===== config.mk =====
export PLATFORM = sky130hd
export DESIGN_NAME = differential_drive_motor_command_flat
export DESIGN_NICKNAME = d
export VERILOG_FILES = /design/src/rtl/ddmc_pkg.sv /design/src/rtl/ddmc_chan_if.sv /design/src/rtl/ddmc_front.sv /design/src/rtl/ddmc_cell.sv /design/src/rtl/ddmc_back.sv /design/src/rtl/differential_drive_motor_command.sv /design/src/flat_wrapper.sv
export SDC_FILE = /design/constraint.sdc
export NUM_CORES = 2
export LEC_CHECK = 0
export ABC_AREA = 1
export BUFFER_PORTS_ARGS = -buffer_cell sky130_fd_sc_hd__buf_2
export CORE_UTILIZATION = 50
export DETAILED_ROUTE_END_ITERATION = 12
export PLACE_DENSITY = 0.71
export SLEW_MARGIN = 40
export SYNTH_ARGS = -nofsm -noshare
export SYNTH_HDL_FRONTEND = slang
export SYNTH_SLANG_ARGS = --single-unit

===== constraint.sdc =====
create_clock -name clk_i -period 8.09 [get_ports clk_i]
set_clock_uncertainty 0.2 [all_clocks]
set_input_delay 1.618 -clock clk_i [delete_from_list [all_inputs] [get_ports clk_i]]
set_output_delay 1.618 -clock clk_i [all_outputs]
set_load 0.005 [all_outputs]

===== src/rtl/ddmc_pkg.sv =====
// Package for the differential drive motor command block.
// Holds the beat types, configuration codes and fixed constants.
// No dependencies; every other file but ddmc_chan_if imports it.
`default_nettype none

package ddmc_pkg;

  // Command codes on the input channel.
  localparam logic [1:0] CMD_LINEAR = 2'd0;
  localparam logic [1:0] CMD_ROTATE = 2'd1;
  localparam logic [1:0] CMD_SKID   = 2'd2;

  // Configuration register indexes.
  localparam int unsigned CFG_IDX_W = 3;
  localparam int unsigned CFG_DATA_W = 15;
  localparam logic [CFG_IDX_W-1:0] CFG_LIN_MAX   = 3'd0;
  localparam logic [CFG_IDX_W-1:0] CFG_LIN_SLOW  = 3'd1;
  localparam logic [CFG_IDX_W-1:0] CFG_TURN_MAX  = 3'd2;
  localparam logic [CFG_IDX_W-1:0] CFG_TURN_SLOW = 3'd3;
  localparam logic [CFG_IDX_W-1:0] CFG_LIN_MIN   = 3'd4;
  localparam logic [CFG_IDX_W-1:0] CFG_TURN_MIN  = 3'd5;
  localparam logic [CFG_IDX_W-1:0] CFG_RADIANS   = 3'd6;

  // Fixed offsets added to the minimum outputs.
  localparam int LINEAR_OFFSET_EXTRA = 0;
  localparam int TURN_OFFSET_EXTRA   = 0;
  localparam int SKID_OFFSET_EXTRA   = 0;

  // Angle constants in Q4.12 radians and the output limit.
  localparam int TWO_PI_Q12  = 25736;
  localparam int PI_Q12      = 12868;
  localparam int WRAP_BIAS   = 3 * TWO_PI_Q12;
  localparam int DRIVE_LIMIT = 2047;

  // Divider geometry: 8 quotient bits, 23 bit dividend.
  localparam int unsigned QUO_W = 8;
  localparam int unsigned REM_W = 23;

  // Input beat.
  typedef struct packed {
    logic [1:0]         cmd;
    logic signed [15:0] distance_now;
    logic signed [15:0] distance_target;
    logic signed [15:0] heading_now;
    logic signed [15:0] heading_target;
  } ddmc_cmd_t;

  // Output beat.
  typedef struct packed {
    logic signed [11:0] left_drive;
    logic signed [11:0] right_drive;
  } ddmc_drive_t;

  // Configuration register set.
  typedef struct packed {
    logic [7:0]  lin_max;
    logic [14:0] lin_slow;
    logic [7:0]  turn_max;
    logic [14:0] turn_slow;
    logic [7:0]  lin_min;
    logic [7:0]  turn_min;
    logic        radians;
  } ddmc_cfg_t;

  // Errors after the first front stage.
  typedef struct packed {
    logic [1:0]         cmd;
    logic signed [16:0] lin_err;
    logic signed [16:0] turn_err;
  } ddmc_err_t;

  // One division lane as it travels through the cell row.
  typedef struct packed {
    logic             neg;
    logic             nz;
    logic             forced;
    logic [7:0]       fval;
    logic [REM_W-1:0] rem;
    logic [QUO_W-1:0] quo;
  } ddmc_lane_t;

  // Beat handed from cell to cell.
  typedef struct packed {
    logic [1:0] cmd;
    ddmc_lane_t lin;
    ddmc_lane_t turn;
  } ddmc_div_t;

endpackage

`default_nettype wire


===== src/rtl/ddmc_chan_if.sv =====
// Valid/ready channel used for the input and output beats.
// The payload type is set where the channel is instantiated.
`default_nettype none

interface ddmc_chan_if #(
  parameter type payload_t = logic
) ();

  logic     valid;
  logic     ready;
  payload_t payload;

  modport source (output valid, output payload, input ready);
  modport sink (input valid, input payload, output ready);

endinterface

`default_nettype wire


===== src/rtl/ddmc_front.sv =====
// Front end: error computation with heading wrap, then magnitude,
// saturation check and dividend product. Two register stages. Uses ddmc_pkg.
`default_nettype none

module ddmc_front (
  input  logic                  clk_i,
  input  logic                  rst_ni,
  input  ddmc_pkg::ddmc_cfg_t   cfg_i,
  input  logic                  valid_i,
  output logic                  ready_o,
  input  ddmc_pkg::ddmc_cmd_t   data_i,
  output logic                  valid_o,
  input  logic                  ready_i,
  output ddmc_pkg::ddmc_div_t   data_o
);
  import ddmc_pkg::*;

  logic               err_vld_q;
  ddmc_err_t          err_q;
  ddmc_err_t          err_d;
  logic               err_rdy;
  logic               div_vld_q;
  ddmc_div_t          div_q;
  ddmc_div_t          div_d;

  logic signed [16:0] head_diff;
  logic signed [16:0] head_plain;
  logic [17:0]        wrap_sum;
  logic [17:0]        wrap_red;
  logic [14:0]        wrap_mod;
  logic signed [16:0] wrap_d;

  // Build one lane: magnitude, saturation and the dividend |err| * max.
  function automatic ddmc_lane_t lane_init(logic signed [16:0] err,
                                           logic [7:0] maxo,
                                           logic [14:0] slow);
    ddmc_lane_t l;
    logic [16:0] mag;
    logic        sat;
    mag      = err[16] ? (~err + 17'd1) : err;
    sat      = mag > {2'b00, slow};
    l.neg    = err[16];
    l.nz     = (err != '0);
    l.forced = sat || (slow == '0);
    l.fval   = sat ? maxo : 8'd0;
    l.rem    = REM_W'(mag[14:0]) * REM_W'(maxo);
    l.quo    = '0;
    return l;
  endfunction

  // Linear and heading differences; the turn error picks the wrapped or
  // the plain heading difference.
  always_comb begin
    head_diff  = signed'({data_i.heading_target[15], data_i.heading_target})
               - signed'({data_i.heading_now[15], data_i.heading_now});
    head_plain = signed'({data_i.heading_now[15], data_i.heading_now})
               - signed'({data_i.heading_target[15], data_i.heading_target});
    err_d.cmd  = data_i.cmd;
    err_d.lin_err = signed'({data_i.distance_now[15], data_i.distance_now})
                  - signed'({data_i.distance_target[15], data_i.distance_target});
    err_d.turn_err = cfg_i.radians ? -wrap_d : head_plain;
  end

  // Reduce the heading difference modulo two pi, then fold into (-pi, pi].
  always_comb begin
    wrap_sum = {head_diff[16], head_diff} + 18'(WRAP_BIAS);
    if (wrap_sum >= 18'(5 * TWO_PI_Q12)) begin
      wrap_red = wrap_sum - 18'(5 * TWO_PI_Q12);
    end else if (wrap_sum >= 18'(4 * TWO_PI_Q12)) begin
      wrap_red = wrap_sum - 18'(4 * TWO_PI_Q12);
    end else if (wrap_sum >= 18'(3 * TWO_PI_Q12)) begin
      wrap_red = wrap_sum - 18'(3 * TWO_PI_Q12);
    end else if (wrap_sum >= 18'(2 * TWO_PI_Q12)) begin
      wrap_red = wrap_sum - 18'(2 * TWO_PI_Q12);
    end else if (wrap_sum >= 18'(TWO_PI_Q12)) begin
      wrap_red = wrap_sum - 18'(TWO_PI_Q12);
    end else begin
      wrap_red = wrap_sum;
    end
    wrap_mod = wrap_red[14:0];
    wrap_d   = signed'({2'b00, wrap_mod})
             - ((wrap_mod > 15'(PI_Q12)) ? 17'sd25736 : 17'sd0);
  end

  // Second stage payload.
  always_comb begin
    div_d.cmd  = err_q.cmd;
    div_d.lin  = lane_init(err_q.lin_err, cfg_i.lin_max, cfg_i.lin_slow);
    div_d.turn = lane_init(err_q.turn_err, cfg_i.turn_max, cfg_i.turn_slow);
  end

  assign err_rdy = !div_vld_q || ready_i;
  assign ready_o = !err_vld_q || err_rdy;

  // Stage valids.
  always_ff @(posedge clk_i or negedge rst_ni) begin
    if (!rst_ni) begin
      err_vld_q <= 1'b0;
      div_vld_q <= 1'b0;
    end else begin
      if (ready_o) err_vld_q <= valid_i;
      if (err_rdy) div_vld_q <= err_vld_q;
    end
  end

  // Stage payloads.
  always_ff @(posedge clk_i) begin
    if (ready_o && valid_i) err_q <= err_d;
    if (err_rdy && err_vld_q) div_q <= div_d;
  end

  assign valid_o = div_vld_q;
  assign data_o  = div_q;

endmodule

`default_nettype wire


===== src/rtl/ddmc_cell.sv =====
// One cell of the divider row: a compare and subtract for one quotient bit
// on both the linear and the turn lane, then a register. Uses ddmc_pkg.
`default_nettype none

module ddmc_cell #(
  parameter int unsigned BIT = 7
) (
  input  logic                  clk_i,
  input  logic                  rst_ni,
  input  ddmc_pkg::ddmc_cfg_t   cfg_i,
  input  logic                  valid_i,
  output logic                  ready_o,
  input  ddmc_pkg::ddmc_div_t   data_i,
  output logic                  valid_o,
  input  logic                  ready_i,
  output ddmc_pkg::ddmc_div_t   data_o
);
  import ddmc_pkg::*;

  logic      vld_q;
  ddmc_div_t data_q;
  ddmc_div_t data_d;

  // Restoring step: take the divisor shifted to this bit if it fits.
  function automatic ddmc_lane_t lane_step(ddmc_lane_t l, logic [14:0] dvs);
    ddmc_lane_t  r;
    logic [REM_W-1:0] sh;
    r  = l;
    sh = REM_W'(dvs) << BIT;
    if (l.rem >= sh) begin
      r.rem      = l.rem - sh;
      r.quo[BIT] = 1'b1;
    end
    return r;
  endfunction

  always_comb begin
    data_d.cmd  = data_i.cmd;
    data_d.lin  = lane_step(data_i.lin, cfg_i.lin_slow);
    data_d.turn = lane_step(data_i.turn, cfg_i.turn_slow);
  end

  assign ready_o = !vld_q || ready_i;

  always_ff @(posedge clk_i or negedge rst_ni) begin
    if (!rst_ni) begin
      vld_q <= 1'b0;
    end else if (ready_o) begin
      vld_q <= valid_i;
    end
  end

  always_ff @(posedge clk_i) begin
    if (ready_o && valid_i) data_q <= data_d;
  end

  assign valid_o = vld_q;
  assign data_o  = data_q;

`ifndef SYNTHESIS
  // The partial remainder must stay below the divisor scaled past this bit.
  a_lin_rem_bound: assert property (@(posedge clk_i) disable iff (!rst_ni)
    valid_i && !data_i.lin.forced
      |-> data_i.lin.rem < ((REM_W + 1)'(cfg_i.lin_slow) << (BIT + 1)))
    else $error("linear remainder out of range at cell %0d", BIT);
`endif

endmodule

`default_nettype wire


===== src/rtl/ddmc_back.sv =====
// Back end: minimum offsets, direction, skid mixing and saturation,
// then the output register. Uses ddmc_pkg.
`default_nettype none

module ddmc_back (
  input  logic                  clk_i,
  input  logic                  rst_ni,
  input  ddmc_pkg::ddmc_cfg_t   cfg_i,
  input  logic                  valid_i,
  output logic                  ready_o,
  input  ddmc_pkg::ddmc_div_t   data_i,
  output logic                  valid_o,
  input  logic                  ready_i,
  output ddmc_pkg::ddmc_drive_t data_o
);
  import ddmc_pkg::*;

  logic               vld_q;
  ddmc_drive_t        drive_q;
  ddmc_drive_t        drive_d;

  logic [7:0]         lin_y;
  logic [7:0]         turn_y;
  logic [9:0]         lin_mag;
  logic [9:0]         turn_mag;
  logic signed [9:0]  skid_adj;
  logic signed [12:0] lin_v;
  logic signed [12:0] turn_l;
  logic signed [12:0] turn_r;
  logic signed [12:0] skid_l;
  logic signed [12:0] skid_r;
  logic               turn_pos;

  // Clamp to the symmetric drive range.
  function automatic logic signed [11:0] clamp(logic signed [12:0] v);
    logic signed [12:0] c;
    c = v;
    if (v > 13'(DRIVE_LIMIT)) c = 13'(DRIVE_LIMIT);
    if (v < -13'(DRIVE_LIMIT)) c = -13'(DRIVE_LIMIT);
    return c[11:0];
  endfunction

  // Move a rotational wheel value by the skid adjustment toward zero.
  function automatic logic signed [12:0] skid_move(logic signed [12:0] w,
                                                   logic signed [9:0] a);
    return (w < 0) ? (w + 13'(a)) : (w - 13'(a));
  endfunction

  always_comb begin
    lin_y    = data_i.lin.forced ? data_i.lin.fval : data_i.lin.quo;
    turn_y   = data_i.turn.forced ? data_i.turn.fval : data_i.turn.quo;
    lin_mag  = 10'(lin_y) + 10'(cfg_i.lin_min) + 10'(LINEAR_OFFSET_EXTRA);
    turn_mag = 10'(turn_y) + 10'(cfg_i.turn_min) + 10'(TURN_OFFSET_EXTRA);
    skid_adj = signed'(10'(cfg_i.turn_min)) - signed'(10'(SKID_OFFSET_EXTRA));

    // A zero proportional term counts as positive and takes the plus offset.
    lin_v = (data_i.lin.neg && (lin_y != '0)) ? -signed'(13'(lin_mag))
                                              : signed'(13'(lin_mag));
    turn_pos = !data_i.turn.neg && data_i.turn.nz;
    turn_l   = turn_pos ? signed'(13'(turn_mag)) : -signed'(13'(turn_mag));
    turn_r   = -turn_l;
    skid_l   = skid_move(turn_l, skid_adj) + lin_v;
    skid_r   = skid_move(turn_r, skid_adj) + lin_v;

    case (data_i.cmd)
      CMD_LINEAR: begin
        drive_d.left_drive  = clamp(lin_v);
        drive_d.right_drive = clamp(lin_v);
      end
      CMD_ROTATE: begin
        drive_d.left_drive  = clamp(turn_l);
        drive_d.right_drive = clamp(turn_r);
      end
      CMD_SKID: begin
        drive_d.left_drive  = clamp(skid_l);
        drive_d.right_drive = clamp(skid_r);
      end
      default: begin
        drive_d.left_drive  = '0;
        drive_d.right_drive = '0;
      end
    endcase
  end

  assign ready_o = !vld_q || ready_i;

  always_ff @(posedge clk_i or negedge rst_ni) begin
    if (!rst_ni) begin
      vld_q <= 1'b0;
    end else if (ready_o) begin
      vld_q <= valid_i;
    end
  end

  always_ff @(posedge clk_i) begin
    if (ready_o && valid_i) drive_q <= drive_d;
  end

  assign valid_o = vld_q;
  assign data_o  = drive_q;

`ifndef SYNTHESIS
  // A linear command drives both wheels alike.
  a_linear_equal: assert property (@(posedge clk_i) disable iff (!rst_ni)
    valid_i && (data_i.cmd == CMD_LINEAR)
      |-> drive_d.left_drive == drive_d.right_drive)
    else $error("linear command gave unequal wheels");

  // A rotational command spins the wheels in opposite directions.
  a_rotate_opposite: assert property (@(posedge clk_i) disable iff (!rst_ni)
    valid_i && (data_i.cmd == CMD_ROTATE)
      |-> drive_d.left_drive == -drive_d.right_drive)
    else $error("rotational command gave wheels that do not oppose");
`endif

endmodule

`default_nettype wire


===== src/rtl/differential_drive_motor_command.sv =====
// Differential drive motor command: a stateless proportional controller
// with saturation for a two wheel base.
//
// Channels: cmd_ch takes one command beat (cmd, distance now/target,
// heading now/target); drv_ch returns one beat with left and right drive.
// Each beat is taken when valid and ready are both high. Registers are
// written through cfg_we_i / cfg_idx_i / cfg_wdata_i, one per cycle, and
// must only change while no command is in flight.
//
// An accepted command reaches its drive beat through two front stages
// (error and wrap, then magnitude and product), a row of eight divider
// cells that each settle one quotient bit, and the output register. One
// command is accepted every cycle unless a stalled receiver has filled the pipeline.
//
// Every stage has its own valid bit and ready, so a stalled receiver holds
// the output beat while earlier stages keep filling empty slots; input
// ready drops only when every stage is full. Reset empties the pipeline
// and loads the register defaults.
`default_nettype none

module differential_drive_motor_command (
  input  logic                               clk_i,
  input  logic                               rst_ni,
  input  logic                               cfg_we_i,
  input  logic [ddmc_pkg::CFG_IDX_W-1:0]     cfg_idx_i,
  input  logic [ddmc_pkg::CFG_DATA_W-1:0]    cfg_wdata_i,
  ddmc_chan_if.sink                          cmd_ch,
  ddmc_chan_if.source                        drv_ch
);
  import ddmc_pkg::*;

  localparam int unsigned NCELL = QUO_W;

  ddmc_cfg_t   cfg_q;
  ddmc_cmd_t   cmd_pl;
  ddmc_drive_t drv_pl;

  logic [NCELL:0] row_vld;
  logic [NCELL:0] row_rdy;
  ddmc_div_t      row_pl [NCELL+1];

  // Configuration registers.
  always_ff @(posedge clk_i or negedge rst_ni) begin
    if (!rst_ni) begin
      cfg_q.lin_max   <= 8'd100;
      cfg_q.lin_slow  <= 15'd256;
      cfg_q.turn_max  <= 8'd100;
      cfg_q.turn_slow <= 15'd2048;
      cfg_q.lin_min   <= 8'd0;
      cfg_q.turn_min  <= 8'd0;
      cfg_q.radians   <= 1'b1;
    end else if (cfg_we_i) begin
      case (cfg_idx_i)
        CFG_LIN_MAX:   cfg_q.lin_max   <= cfg_wdata_i[7:0];
        CFG_LIN_SLOW:  cfg_q.lin_slow  <= cfg_wdata_i[14:0];
        CFG_TURN_MAX:  cfg_q.turn_max  <= cfg_wdata_i[7:0];
        CFG_TURN_SLOW: cfg_q.turn_slow <= cfg_wdata_i[14:0];
        CFG_LIN_MIN:   cfg_q.lin_min   <= cfg_wdata_i[7:0];
        CFG_TURN_MIN:  cfg_q.turn_min  <= cfg_wdata_i[7:0];
        CFG_RADIANS:   cfg_q.radians   <= cfg_wdata_i[0];
        default: begin
        end
      endcase
    end
  end

  assign cmd_pl = cmd_ch.payload;

  // Error, wrap and dividend stages.
  ddmc_front u_front (
    .clk_i   (clk_i),
    .rst_ni  (rst_ni),
    .cfg_i   (cfg_q),
    .valid_i (cmd_ch.valid),
    .ready_o (cmd_ch.ready),
    .data_i  (cmd_pl),
    .valid_o (row_vld[0]),
    .ready_i (row_rdy[0]),
    .data_o  (row_pl[0])
  );

  // Divider row, most significant quotient bit first.
  for (genvar g = 0; g < NCELL; g++) begin : g_cell
    ddmc_cell #(
      .BIT (NCELL - 1 - g)
    ) u_cell (
      .clk_i   (clk_i),
      .rst_ni  (rst_ni),
      .cfg_i   (cfg_q),
      .valid_i (row_vld[g]),
      .ready_o (row_rdy[g]),
      .data_i  (row_pl[g]),
      .valid_o (row_vld[g+1]),
      .ready_i (row_rdy[g+1]),
      .data_o  (row_pl[g+1])
    );
  end

  // Offsets, mixing, saturation and output register.
  ddmc_back u_back (
    .clk_i   (clk_i),
    .rst_ni  (rst_ni),
    .cfg_i   (cfg_q),
    .valid_i (row_vld[NCELL]),
    .ready_o (row_rdy[NCELL]),
    .data_i  (row_pl[NCELL]),
    .valid_o (drv_ch.valid),
    .ready_i (drv_ch.ready),
    .data_o  (drv_pl)
  );

  assign drv_ch.payload = drv_pl;

endmodule

`default_nettype wire


===== src/flat_wrapper.sv =====
// flat-port wrapper written by rule: the top's interface ports become plain ports
module differential_drive_motor_command_flat import ddmc_pkg::*;
  (clk_i, rst_ni, cfg_we_i, cfg_idx_i, cfg_wdata_i, cmd_ch_valid, cmd_ch_payload, cmd_ch_ready, drv_ch_valid, drv_ch_payload, drv_ch_ready);
  ddmc_chan_if #(.payload_t(ddmc_cmd_t)) cmd_ch_i ();
  ddmc_chan_if #(.payload_t(ddmc_drive_t)) drv_ch_i ();
  input  logic clk_i;
  input  logic rst_ni;
  input  logic cfg_we_i;
  input  logic [ddmc_pkg::CFG_IDX_W-1:0] cfg_idx_i;
  input  logic [ddmc_pkg::CFG_DATA_W-1:0] cfg_wdata_i;
  input wire logic [$bits(cmd_ch_i.valid)-1:0] cmd_ch_valid;
  input wire logic [$bits(cmd_ch_i.payload)-1:0] cmd_ch_payload;
  output wire logic [$bits(cmd_ch_i.ready)-1:0] cmd_ch_ready;
  output wire logic [$bits(drv_ch_i.valid)-1:0] drv_ch_valid;
  output wire logic [$bits(drv_ch_i.payload)-1:0] drv_ch_payload;
  input wire logic [$bits(drv_ch_i.ready)-1:0] drv_ch_ready;
  assign cmd_ch_i.valid = cmd_ch_valid;
  assign cmd_ch_i.payload = cmd_ch_payload;
  assign cmd_ch_ready = cmd_ch_i.ready;
  assign drv_ch_valid = drv_ch_i.valid;
  assign drv_ch_payload = drv_ch_i.payload;
  assign drv_ch_i.ready = drv_ch_ready;
  differential_drive_motor_command u_core (.clk_i(clk_i), .rst_ni(rst_ni), .cfg_we_i(cfg_we_i), .cfg_idx_i(cfg_idx_i), .cfg_wdata_i(cfg_wdata_i), .cmd_ch(cmd_ch_i), .drv_ch(drv_ch_i));
endmodule

==> flow_summary.yaml <==
status:
  status: "finished, final reports clean"
sta:
  setup_viol: 0
  max_slew_margin: 0.452
  tightestPinTransition_ns: 0.819
  final.min_clock_period_ns: 7.54
  fin_crit_sh: 0.932
  tns_ns: 0
  worst_slack_ns: 0.549
  report.final.hold_viol_count: 0
  maxSlewViolCount: 0
  max_freq_ghz: 0.133
floorplan:
  start_util: 0.506
  die_y_um: 332
  die_area_um2: 110000
  pin_count: 115
  design.core.area_um2: 107000
  rows: 120
  die_x_um: 332
drt:
  wl_per_cell_um: 16.6
  vias_per_cell: 5.37
  drt-total-wl_um: 127000
  dr.pass1.iters: 8
  ant_nets: 0
  top_layer: "met5"
  dr_wl_met3_um: 6680
  drc_errors: 0
  via_count: 41000
  drt_iter0_drc: 2349
  drt-met1-wl_um: 55200
  dr_wl_met2_um: 61200
placed_design:
  hpwl_um: 99200
  placed_area_um2: 57700
  gp_congestion: 0.943
  dp_slack_ns: 0.0378
  io_buffer_count: 114
setup_path:
  worst_setup_path_start_kind: "register"
  critPathKind: "register to register"
  slowest_delay_ns: 0.49
  arrival_ns: 7.71
  cp_slowest_cell: "fa_1"
  cpMostUsedCell: "inv_1"
  crit_family: "compound AO/OA/AOI/OAI gates"
  end_kind: "register"
  critPathMaxFanout: 7
  critical_path_required_ns: 8.25
  startpoint: "u_core.g_cell[7].u_cell.data_o[39]$_DFFE_PP_"
  cp.buffers_inverters: 10
  r2r-start: "u_core.g_cell[7].u_cell.data_o[39]$_DFFE_PP_"
synth:
  yosysSeqAreaShare: 0.425
  yosysWarnings: 0
  synth_seq_cells: 781
  synth.distinct_cells: 70
  syn_avg_cell_area_um2: 9.25
  synth_area_um2: 54300
  synthesis.nets: 6634
  synthCells: 5874
  synth_async_sr_flop_share: 0.0948
  dominantRegCellSynth: "edfxtp_1"
  synth_edf_count: 707
clocking:
  cts_buffers: 85
  cts_sinks: 781
  cts_root_buf: "clkbuf_16"
  clk_pin_slew_ns: 0.06
  cts_buffer_depth: 3
  htree_levels: 3
  clk_latency_ns: 0.68
  cts_tree: "built"
global_routing:
  grt_usage: 0.230
  antenna_found_initial: 11
  grt_pass1_vias: 40100
  grt_max_degree: 82
  grt-ovfl-total: 0
  grt_pass1_wl_um: 204000
cells_and_area:
  final_area_um2: 60800
  drive_gt1_frac: 0.0981
  flow.area_growth_from_synthesis_pct: 11.8
  nNetsFinal: 6918
run:
  drv_cap: 0
min_path:
  hold_path_startpoint: "u_core.g_cell[0].u_cell.data_o[83]$_DFFE_PP_"
  hp-class: "register to register"
[final timing paths]
kind | depth (start not counted) | endpoint | slack, ns
setup / recovery | 44 | u_core.u_back.data_o[7]$_DFFE_PP_ | 0.55
hold / removal | 0 | u_core.g_cell[1].u_cell.data_o[83]$_DFFE_PP_ | 0.18
setup reg to reg | 44 | u_core.u_back.data_o[7]$_DFFE_PP_ | 0.55
hold reg to reg | 0 | u_core.g_cell[1].u_cell.data_o[83]$_DFFE_PP_ | 0.18
max in group asynchronous | 2 | u_core.cfg_q[55]$_DFFE_PN0P_ | 6.17
min in group asynchronous | 1 | u_core.cfg_q[10]$_DFFE_PN0P_ | 0.59
[worst reg2reg max path: cells and delay by family, from the launching register on]
family / cells / cell delay [ns]
flops: 1 / 0.36
xor+xnor: 4 / 0.73
compound gates: 16 / 2.27
buf+inv: 10 / 0.94
simple gates: 9 / 1.11
mux: 1 / 0.37
fa+ha+maj: 4 / 1.24
[cell usage after synthesis (65+ instances only)]
| library cell | n | share of area |
|---|---|---|
| dfrtp_1 | 65 | 0.030 |
| nor2_1 | 522 | 0.036 |
| a21oi_1 | 484 | 0.045 |
| ha_1 | 492 | 0.11 |
| xnor2_1 | 148 | 0.024 |
| fa_1 | 179 | 0.066 |
| inv_1 | 832 | 0.057 |
| clkbuf_1 | 82 | 0.0057 |
| nand2_1 | 1035 | 0.071 |
| edfxtp_1 | 707 | 0.39 |
| nand3_1 | 237 | 0.022 |
| o21ai_0 | 307 | 0.028 |
| xor2_1 | 224 | 0.036 |
[registers in the layout (all words and copies together) (netlist names)]
| name | flops |
|---|---|
| u_core.cfg_q | 63 |
| u_core.u_front.err_vld_q | 1 |
| u_core.u_front.div_d | 4 |
| u_core.g_cell.u_cell.data_o | 578 |
| u_core.u_front.data_o | 69 |
| u_core.g_cell.u_cell.valid_o | 8 |
| u_core.u_back.valid_o | 1 |
| u_core.u_back.data_o | 24 |
| u_core.u_front.err_q | 32 |
| u_core.u_front.valid_o | 1 |
[final cells by class]
type,instances,area [um2]
Clock buffer,110,2280
Sequential cell,781,23100
Fill cell,9167,46600
Clock inverter,48,642
Timing Repair inverter,1,7.51
Antenna cell,3,7.51
Inverter,850,3200
Timing Repair Buffer,296,2010
Multi-Input combinational cell,4143,27800
Tap cell,1403,1760
[cell usage in the layout (no fill, tap or decap), types with 51 or more instances in the layout]
cell       netlist  routed
ha_1           492     491
edfxtp_1       707     707
nand3_1        237     235
nor3_1          54      51
buf_2            6     113
nand2_2         48      54
xnor2_1        148     148
nor2_1         522     513
xor2_1         224     223
buf_4            2     175
inv_1          832     827
nor4_1          53      53
dfrtp_1         65      65
o21ai_0        307     301
nand2_1       1035    1029
a21oi_1        484     482
o21bai_1        52      52
clkbuf_16        0      85
fa_1           179     179
nand4_1         54      54
[cell families after synthesis]
kind of cell / after synthesis / share of synthesized area
fa+ha+maj: 671 / 0.179
mux: 17 / 0.00352
xor+xnor: 373 / 0.0603
flops: 781 / 0.425
compound gates: 995 / 0.101
simple gates: 2087 / 0.164
buf+inv: 950 / 0.0667
[what timing repair did]
action / CTS / global route
hold buffers: 0 / 0
resized for setup: 1 / 23
setup endpoints to repair: 1 / 21
setup buffers: 0 / 7
pin swaps: 0 / 4
cloned: 0 / 1
[metal layers]
layer | vias up | GRT usage
met5 | - | 0
met4 | 12 | 0.0734
met3 | 220 | 0.0295
met2 | 1039 | 0.402
met1 | 19300 | 0.296
li1 | 20400 | -
[metrics by stage]
step           hold slack [ns]  instances   util
6_report                 0.184       7635  0.566
5_1_grt                  0.202       7633  0.566
4_1_cts                  0.188       7624  0.565
3_5_place_dp             0.205       7466  0.537
3_3_place_gp             0.201       7460  0.536
2_1_floorplan            0.200       5874      -
Power is left out: the tool's default activity adds up to more than one toggle a clock period on the data nets, which glitch-free logic cannot reach.
